### config.mk
export PLATFORM = sky130hd
export DESIGN_NAME = encoder_multiturn_velocity_tracker_flat
export DESIGN_NICKNAME = d
export VERILOG_FILES = /design/src/rtl/emvt_pkg.sv /design/src/rtl/emvt_if.sv /design/src/rtl/emvt_front.sv /design/src/rtl/emvt_queue.sv /design/src/rtl/emvt_back.sv /design/src/rtl/encoder_multiturn_velocity_tracker.sv /design/src/flat_wrapper.sv
export SDC_FILE = /design/constraint.sdc
export NUM_CORES = 2
export LEC_CHECK = 0
export ABC_AREA = 1
export BUFFER_PORTS_ARGS = -buffer_cell sky130_fd_sc_hd__buf_2
export CAP_MARGIN = 20
export CORE_MARGIN = 8
export CORE_UTILIZATION = 35
export CTS_CLUSTER_SIZE = 30
export DETAILED_ROUTE_END_ITERATION = 8
export PLACE_DENSITY = 0.48
export REMOVE_ABC_BUFFERS = 1
export SYNTH_ARGS = -nofsm -noshare
export SYNTH_HDL_FRONTEND = slang
export SYNTH_SLANG_ARGS = --single-unit
### constraint.sdc
create_clock -name clk -period 6.9 [get_ports clk]
set_input_delay 0.69 -clock clk [delete_from_list [all_inputs] [get_ports clk]]
set_output_delay 0.69 -clock clk [all_outputs]
set_load 0.05 [all_outputs]
### src/rtl/emvt_pkg.sv
// Shared widths, register indexes, defaults and command codes for the
// multi-turn encoder velocity tracker. No dependencies.
`timescale 1ns / 1ps
package emvt_pkg;

  localparam int ANGLE_BITS_DEF = 12;
  localparam int TIMER_BITS_DEF = 24;
  localparam int TURN_BITS_DEF  = 16;
  localparam int QUEUE_DEPTH    = 2;

  localparam int ANGLE_OUT_W = 28;
  localparam int VEL_W       = 32;
  localparam int THRESH_W    = 12;
  localparam int RATE_W      = 27;
  localparam int INTERVAL_W  = 24;
  localparam int CFG_DATA_W  = 27;
  localparam int CFG_INDEX_W = 3;

  localparam logic [CFG_INDEX_W-1:0] REG_WRAP_THRESHOLD = 3'd0;
  localparam logic [CFG_INDEX_W-1:0] REG_TICK_RATE      = 3'd1;
  localparam logic [CFG_INDEX_W-1:0] REG_MIN_INTERVAL   = 3'd2;
  localparam logic [CFG_INDEX_W-1:0] REG_MAX_INTERVAL   = 3'd3;
  localparam logic [CFG_INDEX_W-1:0] REG_FALLBACK       = 3'd4;

  localparam logic [THRESH_W-1:0]   WRAP_THRESHOLD_RST = 12'd3277;
  localparam logic [RATE_W-1:0]     TICK_RATE_RST      = 27'd9000000;
  localparam logic [INTERVAL_W-1:0] MIN_INTERVAL_RST   = 24'd900;
  localparam logic [INTERVAL_W-1:0] MAX_INTERVAL_RST   = 24'd450000;
  localparam logic [INTERVAL_W-1:0] FALLBACK_RST       = 24'd9000;

  localparam logic OP_INIT   = 1'b0;
  localparam logic OP_SAMPLE = 1'b1;

  localparam int KIND_W = 2;
  localparam logic [KIND_W-1:0] CMD_INIT = 2'd0;
  localparam logic [KIND_W-1:0] CMD_HOLD = 2'd1;
  localparam logic [KIND_W-1:0] CMD_RUN  = 2'd2;

  typedef struct packed {
    logic [THRESH_W-1:0]   wrap_threshold;
    logic [RATE_W-1:0]     tick_rate_hz;
    logic [INTERVAL_W-1:0] min_interval_ticks;
    logic [INTERVAL_W-1:0] max_interval_ticks;
    logic [INTERVAL_W-1:0] fallback_interval_ticks;
  } cfg_t;

endpackage

### src/rtl/emvt_if.sv
// Valid/ready channel interfaces for sample items and result items.
// Depends on emvt_pkg.
`timescale 1ns / 1ps
interface emvt_in_if #(
  parameter int ANGLE_BITS = emvt_pkg::ANGLE_BITS_DEF,
  parameter int TIMER_BITS = emvt_pkg::TIMER_BITS_DEF
) ();
  logic                  valid;
  logic                  ready;
  logic                  op;
  logic [ANGLE_BITS-1:0] raw_angle;
  logic [TIMER_BITS-1:0] timer_stamp;

  modport source (output valid, output op, output raw_angle, output timer_stamp,
                  input ready);
  modport sink (input valid, input op, input raw_angle, input timer_stamp,
                output ready);
endinterface

interface emvt_out_if ();
  logic                                       valid;
  logic                                       ready;
  logic signed [emvt_pkg::ANGLE_OUT_W-1:0]    angle_counts;
  logic signed [emvt_pkg::VEL_W-1:0]          velocity_cps;
  logic                                       held;

  modport source (output valid, output angle_counts, output velocity_cps,
                  output held, input ready);
  modport sink (input valid, input angle_counts, input velocity_cps,
                input held, output ready);
endinterface

### src/rtl/emvt_front.sv
// Front end: accepts items, measures the timer interval and classifies each
// item as init, hold or run. Depends on emvt_pkg and emvt_if.
`timescale 1ns / 1ps
module emvt_front #(
  parameter int ANGLE_BITS = emvt_pkg::ANGLE_BITS_DEF,
  parameter int TIMER_BITS = emvt_pkg::TIMER_BITS_DEF,
  parameter int TICK_W     = emvt_pkg::INTERVAL_W,
  parameter int CMD_W      = emvt_pkg::KIND_W + ANGLE_BITS + TICK_W
) (
  input  logic               clk,
  input  logic               rst,
  input  emvt_pkg::cfg_t     cfg,
  emvt_in_if.sink            samp,
  output logic               cmd_valid,
  input  logic               cmd_ready,
  output logic [CMD_W-1:0]   cmd
);

  logic [TIMER_BITS-1:0]      prev_stamp;
  logic [TIMER_BITS-1:0]      ticks_raw;
  logic [TICK_W-1:0]          ticks_ext;
  logic [TICK_W-1:0]          fallback;
  logic [TICK_W-1:0]          ticks;
  logic [emvt_pkg::KIND_W-1:0] kind;
  logic                       fire;

  assign samp.ready = cmd_ready && !rst;
  assign fire       = samp.valid && samp.ready;
  assign cmd_valid  = samp.valid && !rst;

  always_comb begin
    ticks_raw = prev_stamp + ~samp.timer_stamp +
                TIMER_BITS'(samp.timer_stamp < prev_stamp);
    ticks_ext = TICK_W'(ticks_raw);
    fallback  = (cfg.fallback_interval_ticks == '0) ? TICK_W'(1)
                                                     : TICK_W'(cfg.fallback_interval_ticks);
    ticks = ticks_ext;
    if (samp.op == emvt_pkg::OP_INIT) begin
      kind = emvt_pkg::CMD_INIT;
    end else if (ticks_ext == '0 || ticks_ext > TICK_W'(cfg.max_interval_ticks)) begin
      kind  = emvt_pkg::CMD_RUN;
      ticks = fallback;
    end else if (ticks_ext < TICK_W'(cfg.min_interval_ticks)) begin
      kind = emvt_pkg::CMD_HOLD;
    end else begin
      kind = emvt_pkg::CMD_RUN;
    end
  end

  assign cmd = {kind, samp.raw_angle, ticks};

  always_ff @(posedge clk) begin
    if (rst) begin
      prev_stamp <= '0;
    end else if (fire && kind == emvt_pkg::CMD_RUN) begin
      prev_stamp <= samp.timer_stamp;
    end
  end

  a_stamp_update: assert property (@(posedge clk) disable iff (rst)
    (fire && kind == emvt_pkg::CMD_RUN) |=> prev_stamp == $past(samp.timer_stamp))
    else $error("prev_stamp not taken from a run item");

  a_stamp_keep: assert property (@(posedge clk) disable iff (rst)
    (!rst && !(fire && kind == emvt_pkg::CMD_RUN)) |=> $stable(prev_stamp))
    else $error("prev_stamp moved without a run item");

endmodule

### src/rtl/emvt_queue.sv
// Short command queue between front and back end.
// Depends on nothing but its parameters.
`timescale 1ns / 1ps
module emvt_queue #(
  parameter int WIDTH = 8,
  parameter int DEPTH = 2
) (
  input  logic             clk,
  input  logic             rst,
  input  logic             push_valid,
  output logic             push_ready,
  input  logic [WIDTH-1:0] push_data,
  output logic             pop_valid,
  input  logic             pop_ready,
  output logic [WIDTH-1:0] pop_data
);

  localparam int PTR_W = (DEPTH > 1) ? $clog2(DEPTH) : 1;
  localparam int CNT_W = $clog2(DEPTH + 1);

  logic [WIDTH-1:0] mem [DEPTH];
  logic [PTR_W-1:0] wr_ptr;
  logic [PTR_W-1:0] rd_ptr;
  logic [CNT_W-1:0] count;
  logic             push;
  logic             pop;

  assign push_ready = (count != CNT_W'(DEPTH));
  assign pop_valid  = (count != '0);
  assign push       = push_valid && push_ready;
  assign pop        = pop_valid && pop_ready;
  assign pop_data   = mem[rd_ptr];

  always_ff @(posedge clk) begin
    if (push) begin
      mem[wr_ptr] <= push_data;
    end
  end

  always_ff @(posedge clk) begin
    if (rst) begin
      wr_ptr <= '0;
      rd_ptr <= '0;
      count  <= '0;
    end else begin
      if (push) begin
        wr_ptr <= (wr_ptr == PTR_W'(DEPTH - 1)) ? '0 : wr_ptr + 1'b1;
      end
      if (pop) begin
        rd_ptr <= (rd_ptr == PTR_W'(DEPTH - 1)) ? '0 : rd_ptr + 1'b1;
      end
      if (push && !pop) begin
        count <= count + 1'b1;
      end else if (pop && !push) begin
        count <= count - 1'b1;
      end
    end
  end

  a_count_bound: assert property (@(posedge clk) disable iff (rst)
    count <= CNT_W'(DEPTH))
    else $error("queue count beyond depth");

endmodule

### src/rtl/emvt_back.sv
// Back end: unwraps the angle, scales the angle change by the tick rate and
// divides by the interval two bits a cycle. Depends on emvt_pkg and emvt_if.
`timescale 1ns / 1ps
module emvt_back #(
  parameter int ANGLE_BITS = emvt_pkg::ANGLE_BITS_DEF,
  parameter int TURN_BITS  = emvt_pkg::TURN_BITS_DEF,
  parameter int TICK_W     = emvt_pkg::INTERVAL_W,
  parameter int CMD_W      = emvt_pkg::KIND_W + ANGLE_BITS + TICK_W
) (
  input  logic             clk,
  input  logic             rst,
  input  emvt_pkg::cfg_t   cfg,
  input  logic             cmd_valid,
  output logic             cmd_ready,
  input  logic [CMD_W-1:0] cmd,
  emvt_out_if.source       res
);

  localparam int AOW    = emvt_pkg::ANGLE_OUT_W;
  localparam int VW     = emvt_pkg::VEL_W;
  localparam int SUM_A  = TURN_BITS + ANGLE_BITS + 1;
  localparam int SUM_W  = (SUM_A > AOW + 1) ? SUM_A : AOW + 1;
  localparam int MAG_W  = AOW;
  localparam int PROD_W = MAG_W + emvt_pkg::RATE_W;
  localparam int DIV_STEPS = (PROD_W + 1) / 2;
  localparam int DIV_W  = 2 * DIV_STEPS;
  localparam int CNT_W  = $clog2(DIV_STEPS);
  localparam int REM_W  = TICK_W + 1;

  localparam logic [2:0] S_IDLE  = 3'd0;
  localparam logic [2:0] S_ANG   = 3'd1;
  localparam logic [2:0] S_DELTA = 3'd2;
  localparam logic [2:0] S_MUL   = 3'd3;
  localparam logic [2:0] S_DIV   = 3'd4;
  localparam logic [2:0] S_DONE  = 3'd5;

  localparam logic signed [SUM_W-1:0] AMAX = SUM_W'((64'd1 << (AOW - 1)) - 64'd1);
  localparam logic signed [SUM_W-1:0] AMIN = ~AMAX;
  localparam logic signed [TURN_BITS-1:0] TMAX = {1'b0, {(TURN_BITS-1){1'b1}}};
  localparam logic signed [TURN_BITS-1:0] TMIN = {1'b1, {(TURN_BITS-1){1'b0}}};
  localparam logic [VW-1:0] VMAX = {1'b0, {(VW-1){1'b1}}};
  localparam logic [VW-1:0] VMIN = {1'b1, {(VW-1){1'b0}}};

  logic [2:0]                  state;
  logic [emvt_pkg::KIND_W-1:0] cmd_kind;
  logic [ANGLE_BITS-1:0]       cmd_raw;
  logic [TICK_W-1:0]           cmd_ticks;
  logic                        out_free;

  logic [ANGLE_BITS-1:0]       raw_r;
  logic [TICK_W-1:0]           divisor;
  logic [ANGLE_BITS-1:0]       prev_raw_angle;
  logic signed [TURN_BITS-1:0] turn_count;
  logic signed [AOW-1:0]       tracked_angle;
  logic signed [AOW-1:0]       velocity_angle;
  logic [VW-1:0]               last_velocity;
  logic [MAG_W-1:0]            delta_mag;
  logic                        delta_neg;
  logic [REM_W-1:0]            rem;
  logic [DIV_W-1:0]            dq;
  logic [CNT_W-1:0]            div_cnt;

  logic signed [ANGLE_BITS:0]  d;
  logic [ANGLE_BITS:0]         d_mag;
  logic                        turn_cross;
  logic signed [TURN_BITS-1:0] turn_next;
  logic signed [SUM_W-1:0]     sum;
  logic signed [AOW-1:0]       ang_next;
  logic signed [AOW:0]         delta;
  logic [REM_W-1:0]            rem_next;
  logic [DIV_W-1:0]            dq_next;
  logic [VW-1:0]               vel;

  assign cmd_kind  = cmd[CMD_W-1 -: emvt_pkg::KIND_W];
  assign cmd_raw   = cmd[TICK_W +: ANGLE_BITS];
  assign cmd_ticks = cmd[TICK_W-1:0];
  assign out_free  = !res.valid || res.ready;
  assign cmd_ready = (state == S_IDLE) && !rst &&
                     (cmd_kind == emvt_pkg::CMD_RUN || out_free);

  always_comb begin
    d     = $signed({1'b0, raw_r}) - $signed({1'b0, prev_raw_angle});
    d_mag = d[ANGLE_BITS] ? $unsigned(-d) : $unsigned(d);
    turn_cross = 32'(d_mag) >= 32'(cfg.wrap_threshold);
    turn_next = turn_count;
    if (turn_cross) begin
      if (d > 0) begin
        if (turn_count != TMIN) turn_next = turn_count - 1'b1;
      end else begin
        if (turn_count != TMAX) turn_next = turn_count + 1'b1;
      end
    end
    sum = (SUM_W'(turn_next) <<< ANGLE_BITS) + $signed(SUM_W'(raw_r));
    if (sum > AMAX) begin
      ang_next = AOW'(AMAX);
    end else if (sum < AMIN) begin
      ang_next = AOW'(AMIN);
    end else begin
      ang_next = AOW'(sum);
    end
  end

  assign delta = {tracked_angle[AOW-1], tracked_angle} -
                 {velocity_angle[AOW-1], velocity_angle};

  always_comb begin
    rem_next = rem;
    dq_next  = dq;
    for (int i = 0; i < 2; i++) begin
      rem_next = {rem_next[REM_W-2:0], dq_next[DIV_W-1]};
      dq_next  = {dq_next[DIV_W-2:0], 1'b0};
      if (rem_next >= {1'b0, divisor}) begin
        rem_next   = rem_next - {1'b0, divisor};
        dq_next[0] = 1'b1;
      end
    end
  end

  always_comb begin
    if (!delta_neg) begin
      vel = (dq > DIV_W'(VMAX)) ? VMAX : VW'(dq);
    end else if (dq > DIV_W'(64'd1 << (VW - 1))) begin
      vel = VMIN;
    end else begin
      vel = VW'(-dq);
    end
  end

  always_ff @(posedge clk) begin
    if (rst) begin
      state          <= S_IDLE;
      res.valid      <= 1'b0;
      div_cnt        <= '0;
      prev_raw_angle <= '0;
      turn_count     <= '0;
      tracked_angle  <= '0;
      velocity_angle <= '0;
      last_velocity  <= '0;
    end else begin
      if (res.valid && res.ready) begin
        res.valid <= 1'b0;
      end
      case (state)
        S_IDLE: begin
          if (cmd_valid && cmd_ready) begin
            case (cmd_kind)
              emvt_pkg::CMD_INIT: begin
                prev_raw_angle   <= cmd_raw;
                turn_count       <= '0;
                tracked_angle    <= AOW'(cmd_raw);
                velocity_angle   <= AOW'(cmd_raw);
                last_velocity    <= '0;
                res.valid        <= 1'b1;
                res.angle_counts <= AOW'(cmd_raw);
                res.velocity_cps <= '0;
                res.held         <= 1'b0;
              end
              emvt_pkg::CMD_HOLD: begin
                res.valid        <= 1'b1;
                res.angle_counts <= tracked_angle;
                res.velocity_cps <= last_velocity;
                res.held         <= 1'b1;
              end
              default: begin
                raw_r   <= cmd_raw;
                divisor <= cmd_ticks;
                state   <= S_ANG;
              end
            endcase
          end
        end
        S_ANG: begin
          turn_count     <= turn_next;
          prev_raw_angle <= raw_r;
          tracked_angle  <= ang_next;
          state          <= S_DELTA;
        end
        S_DELTA: begin
          delta_neg      <= delta[AOW];
          delta_mag      <= delta[AOW] ? MAG_W'(-delta) : MAG_W'(delta);
          velocity_angle <= tracked_angle;
          state          <= S_MUL;
        end
        S_MUL: begin
          dq      <= DIV_W'(delta_mag * cfg.tick_rate_hz);
          rem     <= '0;
          div_cnt <= '0;
          state   <= S_DIV;
        end
        S_DIV: begin
          rem <= rem_next;
          dq  <= dq_next;
          if (div_cnt == CNT_W'(DIV_STEPS - 1)) begin
            div_cnt <= '0;
            state   <= S_DONE;
          end else begin
            div_cnt <= div_cnt + 1'b1;
          end
        end
        S_DONE: begin
          if (out_free) begin
            last_velocity    <= vel;
            res.valid        <= 1'b1;
            res.angle_counts <= tracked_angle;
            res.velocity_cps <= vel;
            res.held         <= 1'b0;
            state            <= S_IDLE;
          end
        end
        default: begin
          state <= S_IDLE;
        end
      endcase
    end
  end

  a_rem_below_divisor: assert property (@(posedge clk) disable iff (rst)
    (state == S_DIV) |-> (rem < {1'b0, divisor}))
    else $error("divider remainder not below divisor");

  a_cnt_idle: assert property (@(posedge clk) disable iff (rst)
    (state != S_DIV) |-> (div_cnt == '0))
    else $error("divider count active outside division");

endmodule

### src/rtl/encoder_multiturn_velocity_tracker.sv
// Top level of the multi-turn encoder velocity tracker: configuration
// registers, front end, command queue and back end. Depends on emvt_pkg,
// emvt_if, emvt_front, emvt_queue and emvt_back.
`timescale 1ns / 1ps
// A sample item is taken and queued; the back end then works through it
// (unwrap, delta, one multiply, a two-bit-a-cycle divider, result) and takes
// no new item until that result is registered. Init and held items skip the
// divider and are answered from the idle state. The divider sets the rate. The
// output is registered, so a result may wait on the sink while the queue keeps
// taking items. Write configuration only while no item is in flight.
module encoder_multiturn_velocity_tracker #(
  parameter int ANGLE_BITS  = emvt_pkg::ANGLE_BITS_DEF,
  parameter int TIMER_BITS  = emvt_pkg::TIMER_BITS_DEF,
  parameter int TURN_BITS   = emvt_pkg::TURN_BITS_DEF,
  parameter int QUEUE_DEPTH = emvt_pkg::QUEUE_DEPTH
) (
  input  logic                               clk,
  input  logic                               rst,
  input  logic                               cfg_we,
  input  logic [emvt_pkg::CFG_INDEX_W-1:0]   cfg_index,
  input  logic [emvt_pkg::CFG_DATA_W-1:0]    cfg_data,
  emvt_in_if.sink                            samp,
  emvt_out_if.source                         res
);

  localparam int TICK_W = (TIMER_BITS > emvt_pkg::INTERVAL_W) ? TIMER_BITS
                                                              : emvt_pkg::INTERVAL_W;
  localparam int CMD_W  = emvt_pkg::KIND_W + ANGLE_BITS + TICK_W;

  emvt_pkg::cfg_t   cfg;
  logic             push_valid;
  logic             push_ready;
  logic [CMD_W-1:0] push_data;
  logic             pop_valid;
  logic             pop_ready;
  logic [CMD_W-1:0] pop_data;

  always_ff @(posedge clk) begin
    if (rst) begin
      cfg.wrap_threshold          <= emvt_pkg::WRAP_THRESHOLD_RST;
      cfg.tick_rate_hz            <= emvt_pkg::TICK_RATE_RST;
      cfg.min_interval_ticks      <= emvt_pkg::MIN_INTERVAL_RST;
      cfg.max_interval_ticks      <= emvt_pkg::MAX_INTERVAL_RST;
      cfg.fallback_interval_ticks <= emvt_pkg::FALLBACK_RST;
    end else if (cfg_we) begin
      case (cfg_index)
        emvt_pkg::REG_WRAP_THRESHOLD:
          cfg.wrap_threshold <= cfg_data[emvt_pkg::THRESH_W-1:0];
        emvt_pkg::REG_TICK_RATE:
          cfg.tick_rate_hz <= cfg_data[emvt_pkg::RATE_W-1:0];
        emvt_pkg::REG_MIN_INTERVAL:
          cfg.min_interval_ticks <= cfg_data[emvt_pkg::INTERVAL_W-1:0];
        emvt_pkg::REG_MAX_INTERVAL:
          cfg.max_interval_ticks <= cfg_data[emvt_pkg::INTERVAL_W-1:0];
        emvt_pkg::REG_FALLBACK:
          cfg.fallback_interval_ticks <= cfg_data[emvt_pkg::INTERVAL_W-1:0];
        default: begin
        end
      endcase
    end
  end

  emvt_front #(
    .ANGLE_BITS (ANGLE_BITS),
    .TIMER_BITS (TIMER_BITS),
    .TICK_W     (TICK_W),
    .CMD_W      (CMD_W)
  ) u_front (
    .clk       (clk),
    .rst       (rst),
    .cfg       (cfg),
    .samp      (samp),
    .cmd_valid (push_valid),
    .cmd_ready (push_ready),
    .cmd       (push_data)
  );

  emvt_queue #(
    .WIDTH (CMD_W),
    .DEPTH (QUEUE_DEPTH)
  ) u_queue (
    .clk        (clk),
    .rst        (rst),
    .push_valid (push_valid),
    .push_ready (push_ready),
    .push_data  (push_data),
    .pop_valid  (pop_valid),
    .pop_ready  (pop_ready),
    .pop_data   (pop_data)
  );

  emvt_back #(
    .ANGLE_BITS (ANGLE_BITS),
    .TURN_BITS  (TURN_BITS),
    .TICK_W     (TICK_W),
    .CMD_W      (CMD_W)
  ) u_back (
    .clk       (clk),
    .rst       (rst),
    .cfg       (cfg),
    .cmd_valid (pop_valid),
    .cmd_ready (pop_ready),
    .cmd       (pop_data),
    .res       (res)
  );

endmodule

### src/flat_wrapper.sv
// flat-port wrapper written by rule: the top's interface ports become plain ports
module encoder_multiturn_velocity_tracker_flat 
#(
  parameter int ANGLE_BITS  = emvt_pkg::ANGLE_BITS_DEF,
  parameter int TIMER_BITS  = emvt_pkg::TIMER_BITS_DEF,
  parameter int TURN_BITS   = emvt_pkg::TURN_BITS_DEF,
  parameter int QUEUE_DEPTH = emvt_pkg::QUEUE_DEPTH
)
  (clk, rst, cfg_we, cfg_index, cfg_data, samp_valid, samp_op, samp_raw_angle, samp_timer_stamp, samp_ready, res_valid, res_angle_counts, res_velocity_cps, res_held, res_ready);
  emvt_in_if #(.ANGLE_BITS(ANGLE_BITS), .TIMER_BITS(TIMER_BITS)) samp_i ();
  emvt_out_if res_i ();
  input  logic clk;
  input  logic rst;
  input  logic cfg_we;
  input  logic [emvt_pkg::CFG_INDEX_W-1:0] cfg_index;
  input  logic [emvt_pkg::CFG_DATA_W-1:0] cfg_data;
  input wire logic [$bits(samp_i.valid)-1:0] samp_valid;
  input wire logic [$bits(samp_i.op)-1:0] samp_op;
  input wire logic [$bits(samp_i.raw_angle)-1:0] samp_raw_angle;
  input wire logic [$bits(samp_i.timer_stamp)-1:0] samp_timer_stamp;
  output wire logic [$bits(samp_i.ready)-1:0] samp_ready;
  output wire logic [$bits(res_i.valid)-1:0] res_valid;
  output wire logic [$bits(res_i.angle_counts)-1:0] res_angle_counts;
  output wire logic [$bits(res_i.velocity_cps)-1:0] res_velocity_cps;
  output wire logic [$bits(res_i.held)-1:0] res_held;
  input wire logic [$bits(res_i.ready)-1:0] res_ready;
  assign samp_i.valid = samp_valid;
  assign samp_i.op = samp_op;
  assign samp_i.raw_angle = samp_raw_angle;
  assign samp_i.timer_stamp = samp_timer_stamp;
  assign samp_ready = samp_i.ready;
  assign res_valid = res_i.valid;
  assign res_angle_counts = res_i.angle_counts;
  assign res_velocity_cps = res_i.velocity_cps;
  assign res_held = res_i.held;
  assign res_i.ready = res_ready;
  encoder_multiturn_velocity_tracker #(.ANGLE_BITS(ANGLE_BITS), .TIMER_BITS(TIMER_BITS), .TURN_BITS(TURN_BITS), .QUEUE_DEPTH(QUEUE_DEPTH)) u_core (.clk(clk), .rst(rst), .cfg_we(cfg_we), .cfg_index(cfg_index), .cfg_data(cfg_data), .samp(samp_i), .res(res_i));
endmodule
; ---- After elaboration in Yosys (flattened, before gate mapping)
; Memories as Yosys holds them, arrays and structs flattened. A register that Yosys moved wholly into a read port is not among the register bits.
; Cells that the tools add are included.
[op_classes]
add_sub_neg = 17
mul = 1
order_cmp = 11
eq_ne = 22
muxes = 68
n_bitwise = 3
reduce_logical = 43
[ops]
columns = op, n
row1 = two-way mux 32 bit, 7
row2 = case mux 28 bit (2 select lines), 4
row3 = two-way mux 28 bit, 7
row4 = case mux 32 bit (2 select lines), 3
row5 = two-way mux 24 bit, 5
row6 = case mux 56 bit (2 select lines), 1
row7 = two-way mux 16 bit, 6
row8 = > comparator 56 x 31 -> 1 bit (second input constant), 1
row9 = > comparator 56 x 32 -> 1 bit (second input constant), 1
row10 = multiplier 28 x 27 -> 55 bit, 1
row11 = greater-or-equal comparator 25 x 24 -> 1 bit, 2
row12 = logical NOT 24 bit, 2
row13 = less-than comparator 24 bit, 2
row14 = case mux 24 bit (2 select lines), 1
row15 = subtractor 24 bit, 2
row16 = inequality test 16 bit (second input constant), 2
row17 = negator 32 bit, 1
row18 = case mux 16 bit (2 select lines), 1
row19 = adder 28 x 13 -> 29 bit, 1
row20 = > comparator 29 x 28 -> 1 bit (second input constant), 1
row21 = less-than comparator 29 x 28 -> 1 bit (second input constant), 1
row22 = subtractor 28 x 28 -> 29 bit, 1
row23 = negator 28 bit, 1
row24 = adder 24 x 1 -> 24 bit, 1
row25 = 44 further kinds, 110
[word_totals]
register_bits = 470
ramBits = 76
in_bits = 72
out_inout_bits = 63
word_cells = 192
mem_count = 1
[mem_list]
columns = memory, words, word_bits, rd, rd_ports_with_merged_regs, write_ports, line
row1 = u_core.u_queue.mem, 2, 38, 1, 1, 1, emvt_queue.sv:21  ; logic [WIDTH-1:0] mem [DEPTH];

; ---- Logic depth before layout (Yosys ltp)
[depth]
ltp_word = 10
mapped_depth = 39
ltp_nobuf = 38

; ---- Cells and area by module
; A second synthesis with hierarchy kept.
[unflattened]
hier_cells = 8058
area_unflattened_um2 = 59922.5
[by_module_without_submodules]
columns = mod, instances, cells_each, area_each_um2, seq_area_each_um2
row1 = emvt_back, 1, 6379, 47354.2, 8688.3
row2 = emvt_front, 1, 912, 5157.4, 480.5
row3 = encoder_multiturn_velocity_tracker, 1, 612, 4347.9, 2222.1
row4 = emvt_queue, 1, 155, 3062.9, 2382.3

; ---- Worst setup path after synthesis
; Ideal clock, no wire load.
[synth_path]
kind = register to register
startpoint = register u_core.u_back.delta_mag[11]
endpoint = register u_core.u_back.dq[41] (data pin)
setup_ns = 0.265
arrival_time_ns = 6.434
t_required_ns = 6.635
setup_slack_ns = 0.201
path_stages_with_launch = 32
n_path_buf = 2
period_less_slack_ns = 6.699
cell_sequence = edfxtp_1 clkbuf_1 clkbuf_1 nand2_1 fa_1 inv_1 fa_1 inv_1 fa_1 inv_1 fa_1 inv_1 fa_1 inv_1 fa_1 inv_1 fa_1 inv_1 ha_1 nand2_1 inv_1 a21boi_0 o21ai_0 nand3_1 nand3_1 nand2_1 nand2_1 nand3_1 nand2_1 or2_2 nand3_1 o21ai_0
[synth_between]
elab_chain_cells = 2
[synth_lines]
columns = element, line
row1 = "start, declared", emvt_back.sv:57  ; logic [MAG_W-1:0] delta_mag;
row2 = "start signal, assigned", emvt_back.sv:180  ; delta_mag <= delta[AOW] ? MAG_W'(-delta) : MAG_W'(delta);
row3 = multiplier 28 x 27 -> 55 bit, emvt_back.sv:185  ; dq <= DIV_W'(delta_mag * cfg.tick_rate_hz);
row4 = case mux 56 bit (2 select lines), emvt_back.sv:143  ; case (state)
row5 = "end signal, assigned", emvt_back.sv:185
row6 = "end signal, assigned", emvt_back.sv:192  ; dq <= dq_next;
row7 = "end, declared", emvt_back.sv:60  ; logic [DIV_W-1:0] dq;
; No other way between the ends.
; A chain may end at the register's enable or synchronous reset.

; ---- Worst setup path in the final report
[layout_path]
startpoint = register u_core.u_back.delta_mag[15]
endpoint = register u_core.u_back.dq[48] (data pin)
; The elaborated chain is that of the path after synthesis.

==> flow_metrics.tcl <==
set metrics [dict create \
    final_area_sq_mm 0.06636 \
    io_pins 135 \
    end_kind "register" \
    clk_latency_ps 670 \
    dr_total_vias 49310 \
    gp_congestion 0.9028 \
    whs_ps 213.8 \
    relSlewSlack 0.2957 \
    drc 0 \
    fin_nets 8939 \
    cp_slowest_cell "fa_1" \
    setup_viol 0 \
    clkTransAtPathRegs_ps 60 \
    preCtsSetupSlack_ps -102.7 \
    viasPerCell 4.901 \
    timing.rr.end "u_core.u_back.dq[48]$_DFFE_PP_" \
    fin_cells 10060 \
    num_rows 149 \
    setup_ws_ps 197.6 \
    cp-start-kind "register" \
    syn_to_final_growth_pct 14.42 \
    yosysSeqAreaShare 0.2375 \
    die_h_um 423.1 \
    fin_skew_ps 35.91 \
    synth_area_per_cell_sq_um 7.652 \
    synth_warnings 0 \
    outcome "completed" \
    overflow 0 \
    hpwl_um 148300 \
    synth_top_family_by_area "adder cells" \
    path_common_cell "fa_1" \
    initial_utilization 0.3519 \
    cts_root_buffer "clkbuf_16" \
    yosysMostFrequentCell "nand2_1" \
    timing.final.crit_share 0.9714 \
    grt_usage 0.2026 \
    drtIter0Drc 3413 \
    worst_r2r_path_depth 25 \
    drv_cap 0 \
    path_max_fanout 10 \
    slew_viol_final 0 \
    r2r_start "u_core.u_back.delta_mag[15]$_DFFE_PP_" \
    worstSetupPathType "register to register" \
    synth_simple_gate_area_share 0.2121 \
    synth_compound_area_frac 0.08772 \
    ys_seq_elements 547 \
    grt_setup_unrepaired "yes" \
    critPathRequiredTime_ps 7310 \
    synth_top_area_cell "fa_1" \
    finalCriticalPeriod_ps 6702 \
    hold_violations 0 \
    antenna_found_initial 8 \
    synth_commonest_cells "nand2_1 (1,990), inv_1 (1,553), fa_1 (655)" \
    grt_pass1_vias 50320 \
    cts_buffers 70 \
    yosysUniqueCellTypes 63 \
    regToRegSetupSlack_ps 200 \
    ant_nets 0 \
    whs_path_depth 1 \
    synth-xor-area-share 0.02185 \
    placed_cells 9900 \
    dpl_cell_area_sq_mm 0.06300 \
    holdBufCountCts 0 \
    num-fill-cells 17160 \
    async_reset_ff_frac 0 \
    synth_adder_area_share 0.3113 \
    wl_per_cell_um 18.55 \
    synth.mux.area_fraction 0.006990 \
    cp-endpoint "u_core.u_back.dq[48]$_DFFE_PP_" \
    synth_edf_count 282 \
    drive_gt1_frac 0.1015 \
    min_path_type "primary input to register" \
    worst_slew_pin_slew_ps 1055 \
    port_buffers 134 \
    worst_ep_arrival_time_ps 7110 \
    dr.pass1.iters 5 \
    die_w_um 423.1 \
    clock.fmax_mhz 149.2 \
    cts_sinks 547 \
    slowest_delay_ps 570 \
    cts_buffer_depth 3 \
    wirelength_um 186600 \
    synth_area_sq_mm 0.05800 \
    core_area_sq_mm 0.1648 \
    synthFlopType "edfxtp_1" \
    cts_tree "yes" \
    fp.dieArea_sq_mm 0.1790 \
    crit_start "u_core.u_back.delta_mag[15]$_DFFE_PP_" \
    syn_inst 7579 \
    h-tree-depth 3 \
    yosys-top-cells-area "fa_1 (23%), edfxtp_1 (15%), nand2_1 (13%), inv_1 (10%), dfxtp_1 (9.1%)" \
    synth_top_area_frac 0.2261 \
    grt_max_degree 100 \
    grt_pass1_wl_um 289200 \
]
==> flip-flops by register name (all words and copies together), names as in the netlist, 3 cells and up, named ones only <==
| signal | flops |
|---|---|
| u_core.u_back.turn_count | 16 |
| u_core.u_back.dq | 56 |
| u_core.cfg | 111 |
| u_core.u_back.velocity_angle | 28 |
| u_core.u_front.prev_stamp | 24 |
| u_core.u_back.res.velocity_cps | 32 |
| u_core.u_back.state | 3 |
| u_core.u_back.delta_mag | 28 |
| u_core.u_back.last_velocity | 32 |
| u_core.u_back.divisor | 24 |
| u_core.u_back.res.angle_counts | 28 |
| u_core.u_queue.mem | 76 |
| u_core.u_back.prev_raw_angle | 12 |
| u_core.u_back.div_cnt | 5 |
| u_core.u_back.rem | 24 |
| u_core.u_back.tracked_angle | 28 |
| u_core.u_back.raw_r | 12 |
==> layer usage <==
layer / vias to the layer above / part of all wire / routed length (um) / GRT usage
met5: - / 0 / 0 / 0
met4: 0 / 0.024 / 4419 / 0.04770
met3: 206 / 0.045 / 8411 / 0.02369
met2: 1134 / 0.46 / 85710 / 0.3359
met1: 24040 / 0.47 / 88070 / 0.2832
li1: 23930 / - / - / -
==> cells in the final DEF (no fill, tap or decap), drive strengths merged, types with 25 or more instances in the layout <==
| cell | count |
|---|---|
| a211oi | 32 |
| a21o | 25 |
| a21oi | 382 |
| a31oi | 27 |
| buf | 471 |
| clkbuf | 97 |
| dfxtp | 265 |
| edfxtp | 282 |
| fa | 655 |
| ha | 395 |
| inv | 1566 |
| mux2 | 36 |
| nand2 | 2002 |
| nand3 | 286 |
| nand4 | 79 |
| nor2 | 519 |
| nor3 | 54 |
| nor4 | 38 |
| o211ai | 27 |
| o21ai | 333 |
| xnor2 | 37 |
| xor2 | 106 |
==> critical path: cells and delay by family (launching register included) <==
family	cells	cell delay (ps)
buffers and inverters	7	670
AOI/OAI and AO/OA	4	740
DFF	1	440
and+or+nand+nor	6	670
adders and majority gates	8	3940
==> timing repair <==
action,CTS,global route
gates cloned,0,3
hold endpoints to repair,0,0
buffers inserted,4,24
pin swaps,1,56
endpoints found under the setup margin,12,30
gates resized for setup,21,134
==> final cells by class <==
| type | instances | area [sq um] | area share |
|---|---|---|---|
| Sequential cell | 547 | 13780 | 0.2077 |
| Clock inverter | 32 | 370.4 | 0.005581 |
| Antenna cell | 2 | 5.005 | 0.00007542 |
| Inverter | 1563 | 5869 | 0.08845 |
| Multi-Input combinational cell | 5161 | 37690 | 0.5680 |
| Tap cell | 2189 | 2739 | 0.04127 |
| Clock buffer | 94 | 1987 | 0.02994 |
| Timing Repair Buffer | 474 | 3916 | 0.05902 |
==> worst min-delay path by stage <==
stage / end / start
3_5_place_dp: u_core.cfg[68]$_SDFFE_PP0P_ / u_core.cfg[68]$_SDFFE_PP0P_
6_report: u_core.u_queue.mem[0][33]$_DFFE_PP_ / samp_raw_angle[9]
5_1_grt: u_core.u_queue.mem[1][33]$_DFFE_PP_ / samp_raw_angle[9]
2_1_floorplan: u_core.cfg[25]$_SDFFE_PP0P_ / u_core.cfg[25]$_SDFFE_PP0P_
4_1_cts: u_core.u_queue.mem[0][33]$_DFFE_PP_ / samp_raw_angle[9]
3_3_place_gp: u_core.cfg[68]$_SDFFE_PP0P_ / u_core.cfg[68]$_SDFFE_PP0P_
==> logic make-up after synthesis <==
kind of cell	Yosys count
adders and majority gates	1050
AOI/OAI and AO/OA	911
muxes	36
and+or+nand+nor	3021
DFF	547
xor gates and xnor gates	143
buffers and inverters	1871
==> stage by stage <==
stage / util / TNS [ps]
2_1_floorplan: - / -120840
3_3_place_gp: 0.3823 / -507.2
3_5_place_dp: 0.3823 / -251.6
4_1_cts: 0.3972 / -4.578
5_1_grt: 0.4026 / -322.5
6_report: 0.4027 / 0
Power is not shown: default switching activity piles up to over one toggle a cycle in this logic, so the estimate is an artifact.
